$ cat config.mk
export PLATFORM = sky130hd
export DESIGN_NAME = status_packet_deframer
export DESIGN_NICKNAME = d
export VERILOG_FILES = /design/src/rtl/spd_pkg.sv /design/src/rtl/spd_front.sv /design/src/rtl/spd_queue.sv /design/src/rtl/spd_back.sv /design/src/rtl/status_packet_deframer.sv
export VERILOG_INCLUDE_DIRS = /design/src /design/src/rtl
export SDC_FILE = /design/constraint.sdc
export NUM_CORES = 1
export LEC_CHECK = 0
export ABC_AREA = 1
export BUFFER_PORTS_ARGS = -buffer_cell sky130_fd_sc_hd__buf_4
export CAP_MARGIN = 20
export CORE_ASPECT_RATIO = 1.4
export CORE_UTILIZATION = 40
export CTS_CLUSTER_DIAMETER = 40
export CTS_CLUSTER_SIZE = 28
export DETAILED_ROUTE_END_ITERATION = 6
export GPL_TIMING_DRIVEN = 0
export PLACE_DENSITY = 0.71
export SETUP_SLACK_MARGIN = 0.15
export SLEW_MARGIN = 25
export SYNTH_ARGS = -nofsm -noshare
export SYNTH_HDL_FRONTEND = slang
export SYNTH_SLANG_ARGS = --single-unit
$ cat constraint.sdc
create_clock -name i_clk -period 10.9 [get_ports i_clk]
set_input_delay 0.545 -clock i_clk [delete_from_list [all_inputs] [get_ports i_clk]]
set_output_delay 0.545 -clock i_clk [all_outputs]
set_load 0.005 [all_outputs]
$ cat src/rtl/assert_macros.svh
// Assertion helpers shared by the deframer modules.
`ifndef ASSERT_MACROS_SVH
`define ASSERT_MACROS_SVH

`ifndef SYNTHESIS

// Check that cons holds in the same cycle whenever ante holds.
`define SPD_ASSERT_IMP(lbl, clk, rst_n, ante, cons) \
    lbl: assert property (@(posedge clk) disable iff (!rst_n) (ante) |-> (cons)) \
        else $error("deframer check failed: implication");

// Check that cons holds in the cycle after ante holds.
`define SPD_ASSERT_NEXT(lbl, clk, rst_n, ante, cons) \
    lbl: assert property (@(posedge clk) disable iff (!rst_n) (ante) |=> (cons)) \
        else $error("deframer check failed: next-cycle implication");

`else

`define SPD_ASSERT_IMP(lbl, clk, rst_n, ante, cons)
`define SPD_ASSERT_NEXT(lbl, clk, rst_n, ante, cons)

`endif

`endif

$ cat src/rtl/spd_pkg.sv
package spd_pkg;

    // Frame layout
    localparam int PAYLOAD_LEN  = 18;
    localparam int CNT_W        = 5;
    localparam int SEEN_W       = 2;
    localparam int SYNC_LEN_DEF = 3;
    localparam int QUEUE_DEPTH_DEF = 2;
    localparam logic [7:0] SYNC_RESET = 8'd80;

    // Roof state codes
    localparam logic [7:0] ROOF_RAISING = 8'd1;
    localparam logic [7:0] ROOF_LOWERING = 8'd2;
    localparam logic [7:0] ROOF_RAISED  = 8'd3;
    localparam logic [7:0] ROOF_LOWERED = 8'd4;

    // Roof position in percent
    localparam logic [6:0] POS_RAISED = 7'd100;
    localparam logic [6:0] POS_MOVING = 7'd50;
    localparam logic [6:0] POS_OTHER  = 7'd0;

    // One payload byte on its way from front to back
    typedef struct packed {
        logic [7:0]       data;
        logic [CNT_W-1:0] idx;
        logic             last;
    } t_entry;

    // One decoded status packet
    typedef struct packed {
        logic [31:0] current_bits;
        logic [31:0] supply5_bits;
        logic [31:0] supply12_bits;
        logic [7:0]  upper_limit_a;
        logic [7:0]  upper_limit_b;
        logic [7:0]  lower_limit_a;
        logic [7:0]  lower_limit_b;
        logic [7:0]  roof_code;
        logic [7:0]  lock_code;
        logic [6:0]  position_pct;
        logic        is_open;
        logic        is_lowered;
    } t_result;

endpackage

$ cat src/rtl/spd_front.sv
`include "assert_macros.svh"

module spd_front #(
    parameter int SYNC_LENGTH = spd_pkg::SYNC_LEN_DEF
) (
    input  logic                i_clk,
    input  logic                i_rst_n,
    input  logic                i_accept,
    input  logic [7:0]          i_data,
    input  logic [7:0]          i_sync_value,
    output logic                o_push,
    output spd_pkg::t_entry     o_entry
);

    typedef enum logic [2:0] {
        ST_IDLE    = 3'b001,
        ST_SYNC    = 3'b010,
        ST_PAYLOAD = 3'b100
    } t_phase;

    localparam logic [spd_pkg::CNT_W-1:0] LAST_IDX =
        spd_pkg::CNT_W'(spd_pkg::PAYLOAD_LEN - 1);
    localparam logic [spd_pkg::CNT_W-1:0] LEN_CNT =
        spd_pkg::CNT_W'(spd_pkg::PAYLOAD_LEN);
    localparam logic [spd_pkg::SEEN_W-1:0] SYNC_NEED = spd_pkg::SEEN_W'(SYNC_LENGTH);

    t_phase                      r_phase, n_phase;
    logic [spd_pkg::SEEN_W-1:0]  r_seen, n_seen;
    logic [spd_pkg::CNT_W-1:0]   r_count, n_count;
    logic                        w_match;

    assign w_match = (i_data == i_sync_value);

    // Classify the item and advance the hunt / collect state
    always_comb begin
        n_phase = r_phase;
        n_seen  = r_seen;
        n_count = r_count;
        o_push  = 1'b0;
        o_entry.data = i_data;
        o_entry.idx  = r_count;
        o_entry.last = (r_count == LAST_IDX);
        if (i_accept) begin
            unique case (r_phase)
                ST_SYNC: begin
                    if (w_match) begin
                        n_seen  = r_seen + 1'b1;
                        n_count = '0;
                        n_phase = (n_seen >= SYNC_NEED) ? ST_PAYLOAD : ST_SYNC;
                    end else begin
                        n_phase = ST_IDLE;
                        n_seen  = '0;
                        n_count = '0;
                    end
                end
                ST_PAYLOAD: begin
                    if (r_count >= LEN_CNT || r_count == LAST_IDX) begin
                        o_push  = (r_count == LAST_IDX);
                        n_phase = ST_IDLE;
                        n_seen  = '0;
                        n_count = '0;
                    end else begin
                        o_push  = 1'b1;
                        n_count = r_count + 1'b1;
                    end
                end
                default: begin
                    if (w_match) begin
                        n_seen  = spd_pkg::SEEN_W'(1);
                        n_count = '0;
                        n_phase = (n_seen >= SYNC_NEED) ? ST_PAYLOAD : ST_SYNC;
                    end else begin
                        n_phase = ST_IDLE;
                        n_seen  = '0;
                        n_count = '0;
                    end
                end
            endcase
        end
    end

    always_ff @(posedge i_clk) begin
        if (!i_rst_n) begin
            r_phase <= ST_IDLE;
            r_seen  <= '0;
            r_count <= '0;
        end else begin
            r_phase <= n_phase;
            r_seen  <= n_seen;
            r_count <= n_count;
        end
    end

    // The last payload byte always ends the frame
    `SPD_ASSERT_NEXT(a_last_ends_frame, i_clk, i_rst_n, o_push && o_entry.last, r_phase == ST_IDLE)

endmodule

$ cat src/rtl/spd_queue.sv
`include "assert_macros.svh"

module spd_queue #(
    parameter int DEPTH = spd_pkg::QUEUE_DEPTH_DEF
) (
    input  logic            i_clk,
    input  logic            i_rst_n,
    input  logic            i_push,
    input  spd_pkg::t_entry i_entry,
    input  logic            i_pop,
    output logic            o_full,
    output logic            o_valid,
    output spd_pkg::t_entry o_entry
);

    localparam int PTR_W = (DEPTH > 1) ? $clog2(DEPTH) : 1;
    localparam int CNT_W = $clog2(DEPTH + 1);
    localparam logic [PTR_W-1:0] PTR_LAST = PTR_W'(DEPTH - 1);
    localparam logic [CNT_W-1:0] CNT_FULL = CNT_W'(DEPTH);

    spd_pkg::t_entry   r_mem [DEPTH];
    logic [PTR_W-1:0]  r_wr, r_rd;
    logic [CNT_W-1:0]  r_count;
    logic              w_push, w_pop;

    assign o_full  = (r_count == CNT_FULL);
    assign o_valid = (r_count != '0);
    assign o_entry = r_mem[r_rd];
    assign w_push  = i_push && !o_full;
    assign w_pop   = i_pop && o_valid;

    // Hold entries
    always_ff @(posedge i_clk) begin
        if (w_push) begin
            r_mem[r_wr] <= i_entry;
        end
    end

    // Advance pointers and fill count
    always_ff @(posedge i_clk) begin
        if (!i_rst_n) begin
            r_wr    <= '0;
            r_rd    <= '0;
            r_count <= '0;
        end else begin
            if (w_push) begin
                r_wr <= (r_wr == PTR_LAST) ? '0 : r_wr + 1'b1;
            end
            if (w_pop) begin
                r_rd <= (r_rd == PTR_LAST) ? '0 : r_rd + 1'b1;
            end
            case ({w_push, w_pop})
                2'b10:   r_count <= r_count + 1'b1;
                2'b01:   r_count <= r_count - 1'b1;
                default: r_count <= r_count;
            endcase
        end
    end

    `SPD_ASSERT_IMP(a_count_bound, i_clk, i_rst_n, 1'b1, r_count <= CNT_FULL)

endmodule

$ cat src/rtl/spd_back.sv
`include "assert_macros.svh"

module spd_back (
    input  logic             i_clk,
    input  logic             i_rst_n,
    input  logic             i_valid,
    input  spd_pkg::t_entry  i_entry,
    output logic             o_pop,
    input  logic             i_ready,
    output logic             o_valid,
    output spd_pkg::t_result o_result
);

    localparam int STORE_N = spd_pkg::PAYLOAD_LEN - 1;

    logic [7:0]       r_store [STORE_N];
    logic             r_valid;
    spd_pkg::t_result r_result, n_result;
    logic [7:0]       w_roof;

    // Take an item unless it closes a frame and the output slot is still busy
    assign o_pop = i_valid && (!i_entry.last || !r_valid || i_ready);

    // Store payload bytes by position
    always_ff @(posedge i_clk) begin
        for (int i = 0; i < STORE_N; i++) begin
            if (o_pop && !i_entry.last && i_entry.idx == spd_pkg::CNT_W'(i)) begin
                r_store[i] <= i_entry.data;
            end
        end
    end

    // Assemble the packet from stored bytes plus the closing byte
    assign w_roof = r_store[16];
    always_comb begin
        n_result.current_bits  = {r_store[3], r_store[2], r_store[1], r_store[0]};
        n_result.supply5_bits  = {r_store[7], r_store[6], r_store[5], r_store[4]};
        n_result.supply12_bits = {r_store[11], r_store[10], r_store[9], r_store[8]};
        n_result.upper_limit_a = r_store[12];
        n_result.upper_limit_b = r_store[13];
        n_result.lower_limit_a = r_store[14];
        n_result.lower_limit_b = r_store[15];
        n_result.roof_code     = w_roof;
        n_result.lock_code     = i_entry.data;
        n_result.is_open       = (w_roof == spd_pkg::ROOF_RAISED);
        n_result.is_lowered    = (w_roof == spd_pkg::ROOF_LOWERED);
        unique case (w_roof) inside
            spd_pkg::ROOF_RAISED:   n_result.position_pct = spd_pkg::POS_RAISED;
            spd_pkg::ROOF_RAISING,
            spd_pkg::ROOF_LOWERING: n_result.position_pct = spd_pkg::POS_MOVING;
            default:                n_result.position_pct = spd_pkg::POS_OTHER;
        endcase
    end

    // Load the output register
    always_ff @(posedge i_clk) begin
        if (o_pop && i_entry.last) begin
            r_result <= n_result;
        end
    end

    always_ff @(posedge i_clk) begin
        if (!i_rst_n) begin
            r_valid <= 1'b0;
        end else if (o_pop && i_entry.last) begin
            r_valid <= 1'b1;
        end else if (i_ready) begin
            r_valid <= 1'b0;
        end
    end

    assign o_valid  = r_valid;
    assign o_result = r_result;

    // A closing byte never overwrites a result that is still waiting
    `SPD_ASSERT_IMP(a_no_overwrite, i_clk, i_rst_n, o_pop && i_entry.last && r_valid, i_ready)

endmodule

$ cat src/rtl/status_packet_deframer.sv
// Payload bytes pass through the front-to-back queue. The closing byte loads the
// output register when it is free or being read, and waits in the queue otherwise.
// Throughput: one byte per cycle while the queue is not full. A packet holds three
// sync bytes and 18 payload bytes; input ready is set by the fill of the queue.
// Reset (synchronous, active low): hunt restarts from idle, queue empties, output
// goes invalid, sync value returns to 80. Payload bytes are not cleared.
module status_packet_deframer #(
    parameter int SYNC_LENGTH = spd_pkg::SYNC_LEN_DEF,
    parameter int QUEUE_DEPTH = spd_pkg::QUEUE_DEPTH_DEF
) (
    input  logic        i_clk,
    input  logic        i_rst_n,
    input  logic        i_cfg_we,
    input  logic [7:0]  i_cfg_wdata,
    input  logic        i_valid,
    output logic        o_ready,
    input  logic [7:0]  i_rx_byte,
    output logic        o_valid,
    input  logic        i_ready,
    output logic [31:0] o_current_bits,
    output logic [31:0] o_supply5_bits,
    output logic [31:0] o_supply12_bits,
    output logic [7:0]  o_upper_limit_a,
    output logic [7:0]  o_upper_limit_b,
    output logic [7:0]  o_lower_limit_a,
    output logic [7:0]  o_lower_limit_b,
    output logic [7:0]  o_roof_code,
    output logic [7:0]  o_lock_code,
    output logic [6:0]  o_position_pct,
    output logic        o_is_open,
    output logic        o_is_lowered
);

    logic [7:0]       r_sync_value;
    logic             w_full, w_accept, w_push, w_q_valid, w_pop;
    spd_pkg::t_entry  w_push_entry, w_q_entry;
    spd_pkg::t_result w_result;

    // Sync value register
    always_ff @(posedge i_clk) begin
        if (!i_rst_n) begin
            r_sync_value <= spd_pkg::SYNC_RESET;
        end else if (i_cfg_we) begin
            r_sync_value <= i_cfg_wdata;
        end
    end

    assign o_ready  = !w_full;
    assign w_accept = i_valid && o_ready;

    spd_front #(
        .SYNC_LENGTH (SYNC_LENGTH)
    ) u_front (
        .i_clk        (i_clk),
        .i_rst_n      (i_rst_n),
        .i_accept     (w_accept),
        .i_data       (i_rx_byte),
        .i_sync_value (r_sync_value),
        .o_push       (w_push),
        .o_entry      (w_push_entry)
    );

    spd_queue #(
        .DEPTH (QUEUE_DEPTH)
    ) u_queue (
        .i_clk   (i_clk),
        .i_rst_n (i_rst_n),
        .i_push  (w_push),
        .i_entry (w_push_entry),
        .i_pop   (w_pop),
        .o_full  (w_full),
        .o_valid (w_q_valid),
        .o_entry (w_q_entry)
    );

    spd_back u_back (
        .i_clk    (i_clk),
        .i_rst_n  (i_rst_n),
        .i_valid  (w_q_valid),
        .i_entry  (w_q_entry),
        .o_pop    (w_pop),
        .i_ready  (i_ready),
        .o_valid  (o_valid),
        .o_result (w_result)
    );

    // Break the result out to ports
    assign o_current_bits  = w_result.current_bits;
    assign o_supply5_bits  = w_result.supply5_bits;
    assign o_supply12_bits = w_result.supply12_bits;
    assign o_upper_limit_a = w_result.upper_limit_a;
    assign o_upper_limit_b = w_result.upper_limit_b;
    assign o_lower_limit_a = w_result.lower_limit_a;
    assign o_lower_limit_b = w_result.lower_limit_b;
    assign o_roof_code     = w_result.roof_code;
    assign o_lock_code     = w_result.lock_code;
    assign o_position_pct  = w_result.position_pct;
    assign o_is_open       = w_result.is_open;
    assign o_is_lowered    = w_result.is_lowered;

endmodule

### After elaboration in Yosys (flattened, before gate mapping)

Memories as Yosys holds them, arrays and structs flattened. A register that Yosys moved wholly into a read port is not among the register bits.
Cells that the tools add are included.

| operators by class | value |
|---|---|
| add/subtract/negate cells | 6 |
| order comparisons | 2 |
| eq/ne operators | 28 |
| multiplexer cells | 106 |
| reduce and logical (&&, ||, !) cells | 51 |

Operators by type and width:

| kind | count |
|---|---|
| 8-bit 2-to-1 mux | 16 |
| 8-bit OR reduction | 16 |
| 5-bit 2-to-1 mux | 18 |
| 1-bit 2-to-1 mux | 62 |
| 5-bit by 4-bit equality test with 1-bit output (second input constant) | 8 |
| 1-bit logical AND | 23 |
| 5-bit by 3-bit equality test with 1-bit output (second input constant) | 4 |
| 8-bit by 2-bit equality test with 1-bit output (second input constant) | 2 |
| 7-bit case mux with 2 select lines | 1 |
| 5-bit by 2-bit equality test with 1-bit output (second input constant) | 2 |
| 5-bit equality test (second input constant) | 2 |
| 3-bit 2-to-1 mux | 3 |
| 8-bit by 1-bit equality test with 1-bit output (second input constant) | 1 |
| 8-bit by 3-bit equality test with 1-bit output (second input constant) | 1 |
| 8-bit equality test | 1 |
| 2-bit case mux with 2 select lines | 2 |
| 2-bit 2-to-1 mux | 3 |
| 3-bit case mux with 2 select lines | 1 |
| 2-bit nonzero test | 3 |
| 5-bit by 1-bit adder with 5-bit output (second input constant) | 1 |
| 5-bit by 1-bit equality test with 1-bit output (second input constant) | 1 |
| 5-bit greater-or-equal comparator (second input constant) | 1 |
| 5-bit zero test | 1 |
| 2-bit by 1-bit adder with 2-bit output (second input constant) | 2 |
| other kinds (12) | 18 |

| word-level totals | value |
|---|---|
| register bits after elaboration | 48 |
| RAM bits | 164 |
| input port bits | 21 |
| output and inout bits | 155 |
| word-level logic and storage cells | 208 |
| memories | 2 |

Memory list:

| memory | words | bits a word | rd ports | clocked after memory_dff | wr ports | line | text |
|---|---|---|---|---|---|---|---|
| u_back.r_store | 17 | 8 | 17 | 16 | 1 | spd_back.sv:16 | `logic [7:0] r_store [STORE_N];` |
| u_queue.r_mem | 2 | 14 | 1 | 1 | 1 | spd_queue.sv:21 | `spd_pkg::t_entry r_mem [DEPTH];` |

### Longest topological paths before layout

Gate-level depths: netlist (run 1).

| depth | value |
|---|---|
| depth after elaboration | 25 |
| gate-level depth with buffers | 12 |

### Modules after synthesis

From an unflattened synthesis (run 1), not the netlist that was laid out.

| second synthesis, totals | value |
|---|---|
| cells, all modules | 599 |
| area total of the unflattened synthesis | 11,243.3 µm² |

Modules (own cells, without submodules):

| module | instances | cells each | area an instance (µm²) | sequential area each (µm²) |
|---|---|---|---|---|
| spd_back | 1 | 357 | 8,902.3 | 8,578.2 |
| spd_queue | 1 | 81 | 1,257.5 | 940.9 |
| spd_front | 1 | 111 | 754.5 | 200.2 |
| status_packet_deframer | 1 | 50 | 329.1 | 160.2 |

### Least setup slack after synthesis (run 1)

Ideal clock, no wire load.

| timing | value |
|---|---|
| path kind | reg2reg |
| start | register (tool-made name) |
| end | register o_current_bits[0] (netlist name) |
| arrival | 3.775 ns |
| required time | 10.397 ns |
| setup slack | 6.622 ns |
| cell stages (with the launch flop) | 7 |
| path buffers | 0 |
| period minus slack after synthesis | 4.278 ns |
| path through | dfxtp_1 -> inv_2 -> nand2_1 -> nand2_1 -> a21oi_2 -> nand2_1 -> inv_1 |

==> impl_metrics.tcl, run 1 <==
set metrics [dict create \
    hold_path_class "input pin to flip-flop" \
    tightestPinTransition_ns 0.980 \
    cts.sinks 337 \
    initial_utilization_pct 40.9 \
    synth_top_area_share_pct 85.5 \
    fin_ws_ns 8.56 \
    end_kind "flip-flop" \
    areaGrowthSynthToFinish_pct 24.3 \
    cp_top_family "buffers and inverters" \
    ys_ff_latch 337 \
    syn_inst 576 \
    async_flop_share_pct 0 \
    crit_fanout 88 \
    numCtsBuffers 26 \
    fp.dieW_um 142 \
    vias_per_cell 4.53 \
    synth.distinct_cells 30 \
    max_freq_mhz 427 \
    drtIter0Drc 290 \
    vias 5261 \
    io_pins 176 \
    ys_seq_area_share_pct 89.8 \
    fin_crit_sh_pct 21.5 \
    ys.flop_type "edfxtp_1" \
    core_um2 26900 \
    crit_buf_inv 3 \
    cts.reportedPaths.clkPinSlew_ns 0.07 \
    regArea_um2 9880 \
    antenna_cells 0 \
    multi_input_area_um2 960 \
    grt_pass1_vias 5077 \
    maxSlewViolCount 0 \
    hold_viol 0 \
    rows 71 \
    synth_edf_count 313 \
    grt-ovfl-total 0 \
    drc 0 \
    setup_viol 0 \
    wire_per_inst_um 16.4 \
    met1_usage_pct 14.6 \
    grt_util_met3_pct 1.81 \
    synthTopCellsByArea "edfxtp_1 85%, dfxtp_1 4.4%, nand2_1 2.2%" \
    grt_pass1_wl_um 27900 \
    grt.busiest_layer "met2" \
    worstSetupPathType "flip-flop to flip-flop" \
    yosysTopAreaCell "edfxtp_1" \
    setup_tns_ns 0 \
    final_antenna_net_count 0 \
    port_buffers 172 \
    wirelength_um 19000 \
    cts_setup_buffers 0 \
    fin_crit_ns 2.34 \
    fill_cells 2164 \
    avgSynthCellArea_um2 19.1 \
    clk_path_buf_depth 3 \
    num-nets-final 804 \
    pwr_density_cell_nw_per_um2 191 \
    outcome "finished clean" \
    cts_tree "done" \
    ff2ff_path_depth 7 \
    clockRootBuffer "clkbuf_16" \
    final_util_pct 50.8 \
    crit_slowest_cell "dfxtp_1" \
    synth_most_common_cell "edfxtp_1" \
    syn_area_um2 11000 \
    cts_resized 0 \
    track_usage_pct 13.4 \
    slowest_delay_ns 0.45 \
    groute.layer.met2.usage_pct 25.9 \
    gp_congestion 0.765 \
    die_h_um 198 \
    drive_above_1_share_pct 29.2 \
    htreeDepth 1 \
    cts_hold_buffers 0 \
    cp.depth 7 \
    netlist_top_cells_count "313 x edfxtp_1, 64 x nand2_1, 61 x nor2_1, 28 x inv_1, 24 x dfxtp_1" \
    insertion_delay_ns 0.54 \
    leakage_uw 0.00484 \
    crit_path_frequent_cell "nand2_1" \
    yosys_warnings 0 \
    antenna_found_initial 0 \
    cp.required_ns 11.09 \
    drtPass1Iterations 5 \
    relSlewSlack_pct 34.5 \
    die-area_um2 28200 \
    skew_ns 0.0180 \
    pre_cts_ws_ns 8.54 \
    grt_max_degree 89 \
    vdd_drop_max_mv 0.113 \
    dp_hpwl_um 12800 \
    rsz0062_at_grt "false" \
    arrival_ns 2.53 \
    path_cells "inv_2 -> nand2_1 -> nand2_1 -> a21oi_2 -> nand2_1 -> inv_8 -> buf_16" \
    maxCapViolCount 0 \
    startpoint_type "flip-flop" \
    whs_path_depth 1 \
]
[per-layer routing]
layer,wire [µm],share of wire (%),vias up
met3,841,4.4,40
li1,-,-,2517
met5,0,0,-
met2,10500,55,160
met4,576,3.0,0
met1,7090,37,2544
[sequential cells by signal, indices dropped and copies added (netlist names), named ones only]
| name | flops |
|---|---|
| u_back.o_result | 21 |
| u_queue.r_rd | 1 |
| u_front.r_seen | 2 |
| u_back.o_valid | 1 |
| u_queue.r_count | 2 |
| u_front.r_count | 5 |
| r_sync_value | 8 |
| u_front.r_phase | 3 |
| o_lower_limit_a | 8 |
| o_upper_limit_b | 8 |
| o_upper_limit_a | 8 |
| u_queue.r_wr | 1 |
| o_supply12_bits | 32 |
| o_current_bits | 32 |
| u_queue.r_mem | 28 |
| o_supply5_bits | 32 |
| o_lower_limit_b | 8 |
| u_back.r_store | 136 |
[report_power, final]
part           internal (µW)  switching [µW]
combinational           37.7             128
clock                    489             464
sequential              1480            15.6
[stage by stage]
stage	hold slack, ns	area [µm²]	power (µW)	instances
floorplan	0.400	11000	1620	577
global placement	0.401	12800	1690	1114
detailed placement	0.405	12800	1700	1115
CTS	0.186	13700	2640	1162
global route	0.191	13700	2710	1162
finish	0.207	13700	2620	1162
[cell families after synthesis]
family	share of synthesized area, %
buffers and inverters	1.51
adder cells (fa/ha/maj)	0.569
flip-flops	89.8
multiplexers	0.0910
AO/OA/AOI/OAI	1.46
AND/OR/NAND/NOR	5.96
XOR/XNOR	0.557
other	0.0341
[placed cells by master (no fill, tap or decap), types with 2 or more instances in the layout]
cell type	Yosys	final
nand3_1	22	22
nand2_1	64	64
clkinvlp_4	0	3
ha_1	5	5
inv_6	0	4
clkinv_4	0	2
buf_4	4	176
clkinv_8	0	3
a21oi_1	9	9
conb_1	1	2
clkbuf_16	0	26
nor2_2	1	2
inv_1	28	27
nor3_1	2	2
inv_8	0	4
edfxtp_1	313	313
o21ai_0	15	15
dfxtp_1	24	24
clkinv_1	1	2
nor2_1	61	60
or2_1	4	4
clkbuf_1	2	3
xnor2_1	6	6
o21ai_2	2	2
[final cells by class]
type                    instances  share of cell area, %
flip-flops and latches        337                   72.2
multi-input cells             202                   7.02
inverters                      30                  0.878
repair buffers                173                   9.64
well taps                     365                   3.34
clock inverters                20                   1.70
plain buffers                   8                  0.393
clock buffers                  27                   4.79
[worst register-to-register path, cell delays in order, from the launching register on]
cell and delay, ns:
dfxtp_1 0.45, inv_2 0.10, nand2_1 0.06, nand2_1 0.11
a21oi_2 0.25, nand2_1 0.17, inv_8 0.38, buf_16 0.42
[path summary, 6_finish.rpt]
path                                    from                            end  slack [ns]
max reg2reg                        flip-flop    o_current_bits[5]$_DFFE_PP_        8.56
max                                flip-flop    o_current_bits[5]$_DFFE_PP_        8.56
min                             i_rx_byte[0]  u_queue.r_mem[0][6]$_DFFE_PP_        0.21
min reg2reg  u_back.r_store[11][3]$_DFFE_PP_  o_supply12_bits[27]$_DFFE_PP_        0.41
No activity file was read; power rests on OpenSTA's default activity.
==> run 2: changes to the inputs <==
==> constraint.sdc (replaced) <==
create_clock -name i_clk -period 2.2 [get_ports i_clk]
set_input_delay 0.11 -clock i_clk [delete_from_list [all_inputs] [get_ports i_clk]]
set_output_delay 0.11 -clock i_clk [all_outputs]
set_load 0.005 [all_outputs]
==> impl_metrics.tcl, run 2 (same netlist as run 1, synthesis figures left out) <==
set metrics [dict create \
    fin_crit_sh_pct 92.4 \
    end_kind "flip-flop" \
    core_um2 26900 \
    worstSetupPathType "flip-flop to flip-flop" \
    timing.rr.end "u_back.r_store[5][1]$_DFFE_PP_" \
    hold_end "r_sync_value[6]$_SDFFE_PN1P_" \
    relSlewSlack_pct 35.5 \
    startpoint_type "flip-flop" \
    layout_commonest_cell "edfxtp_1" \
    htreeDepth 1 \
    setup_tns_ns 0 \
    clockRootBuffer "clkbuf_16" \
    die-area_um2 28200 \
    fin_ws_ns 0.168 \
    final_cell_mix "313 x edfxtp_1, 181 x buf_4, 61 x nand2_1" \
    cts.sinks 337 \
    maxSlewViolCount 0 \
    wire_per_inst_um 16.9 \
    whs_path_depth 4 \
    pre_cts_ws_ns -0.301 \
    hold_path_class "input pin to flip-flop" \
    rsz0062_at_grt "true" \
    ff2ff_path_depth 3 \
    maxCapViolCount 0 \
    cts_tree "done" \
    max_freq_mhz 492 \
    grt_max_degree 27 \
    rows 71 \
    grt_pass1_wl_um 29700 \
    crit_fanout 8 \
    largest_reg_flops 136 \
    hold_viol 0 \
    outcome "finished clean" \
    die_h_um 198 \
    vias 5372 \
    io_pins 176 \
    drc 0 \
    dp_hpwl_um 13000 \
    pwr_density_cell_nw_per_um2 916 \
    numCtsBuffers 25 \
    drtIter0Drc 372 \
    initial_utilization_pct 40.9 \
    cts.reportedPaths.clkPinSlew_ns 0.08 \
    vdd_drop_max_mv 0.538 \
    arrival_ns 2.21 \
    areaGrowthSynthToFinish_pct 30.7 \
    setup_viol 0 \
    dpl.cell_count 1119 \
    final_antenna_net_count 0 \
    clk_path_buf_depth 3 \
    num-nets-final 845 \
    tightestPinTransition_ns 0.966 \
    fp.dieW_um 142 \
    whs_ns 0.0177 \
    fin_crit_ns 2.03 \
    drive_above_1_share_pct 32.9 \
    vias_per_cell 4.47 \
    power.total_uw 13200 \
    antenna_found_initial 0 \
    reg2reg_slack_ns 0.17 \
    leakage_uw 0.00513 \
    skew_ns 0.0257 \
    insertion_delay_ns 0.54 \
    final_cells 1203 \
    grt-ovfl-total 0 \
    antenna_cells 0 \
    wirelength_um 20300 \
    cp.required_ns 2.38 \
    port_buffers 172 \
    gp_congestion 0.727 \
    min-delay-start "i_cfg_we" \
    drtPass1Iterations 4 \
    track_usage_pct 14.3 \
    largest-register "u_back.r_store" \
    grt_pass1_vias 5139 \
]
run 2: cell types whose count changed in the layout (fill, tap and decap cells not counted), moves of 3 or more:
cell | previous run | this run
nor2_1 | 60 | 41
dlygate4sd3_1 | 0 | 27
buf_4 | 176 | 181
nand2_1 | 64 | 61
dfxtp_1 | 24 | 21
nor2_4 | 0 | 6
buf_16 | 1 | 4
bufbuf_16 | 0 | 4
nor2_2 | 2 | 15
run 2: cell type report:
type / instances / area [µm²]
plain buffers: 8 / 53.8
clock buffers: 25 / 626
clock inverters: 21 / 275
fillers: 2111 / 12500
inverters: 30 / 116
multi-input cells: 202 / 1080
flip-flops and latches: 337 / 9890
well taps: 365 / 457
repair buffers: 214 / 1880
repair inverters: 1 / 5.00
run 2: metrics by stage:
step           instance area, µm²  utilization (%)
2_1_floorplan               11000                -
3_3_place_gp                12800             47.5
3_5_place_dp                12900             47.9
4_1_cts                     14300             53.0
5_1_grt                     14400             53.4
6_report                    14400             53.4
run 2: routing by layer:
metal	vias up	part of all wire, %	global-route usage (%)
li1	2594	-	-
met1	2608	37	15.9
met2	145	57	27.9
met3	25	3.9	1.86
met4	0	2.0	4.34
met5	-	0	0
run 2: worst max-delay path by stage:
stage                                            endpoint  slack, ns  depth (start not counted)
final                      u_back.r_store[5][1]$_DFFE_PP_       0.17                          3
after floorplan               o_current_bits[0]$_DFFE_PP_      -1.11                          6
after CTS                 u_back.r_store[13][3]$_DFFE_PP_      -0.01                          3
after global placement       o_current_bits[30]$_DFFE_PP_      -2.18                          5
after global routing       u_back.r_store[4][4]$_DFFE_PP_      0.008                          6
after detailed placement     o_current_bits[25]$_DFFE_PP_      -0.30                         10
run 2: worst max-delay path, stage by stage (launching register included):
cell	delay (ns)
dfxtp_4	0.39
mux2i_2	0.41
nand3_1	0.40
nor2_2	0.49
run 2: power by group:
part	switching (µW)	leakage (µW)	total (µW)	internal (µW)
registers	80.8	0.00303	7420	7340
logic	707	0.00167	972	264
clock network	2460	0.000440	4780	2320
run 2: repair_timing:
action | in CTS | in global routing
hold buffers | 27 | 0
gates resized for setup | 10 | 24
setup buffers | 4 | 2
endpoints found under the setup margin | 213 | 169
pin swaps | 1 | 2
endpoints found under the hold margin | 27 | 0
gates cloned | 5 | 0
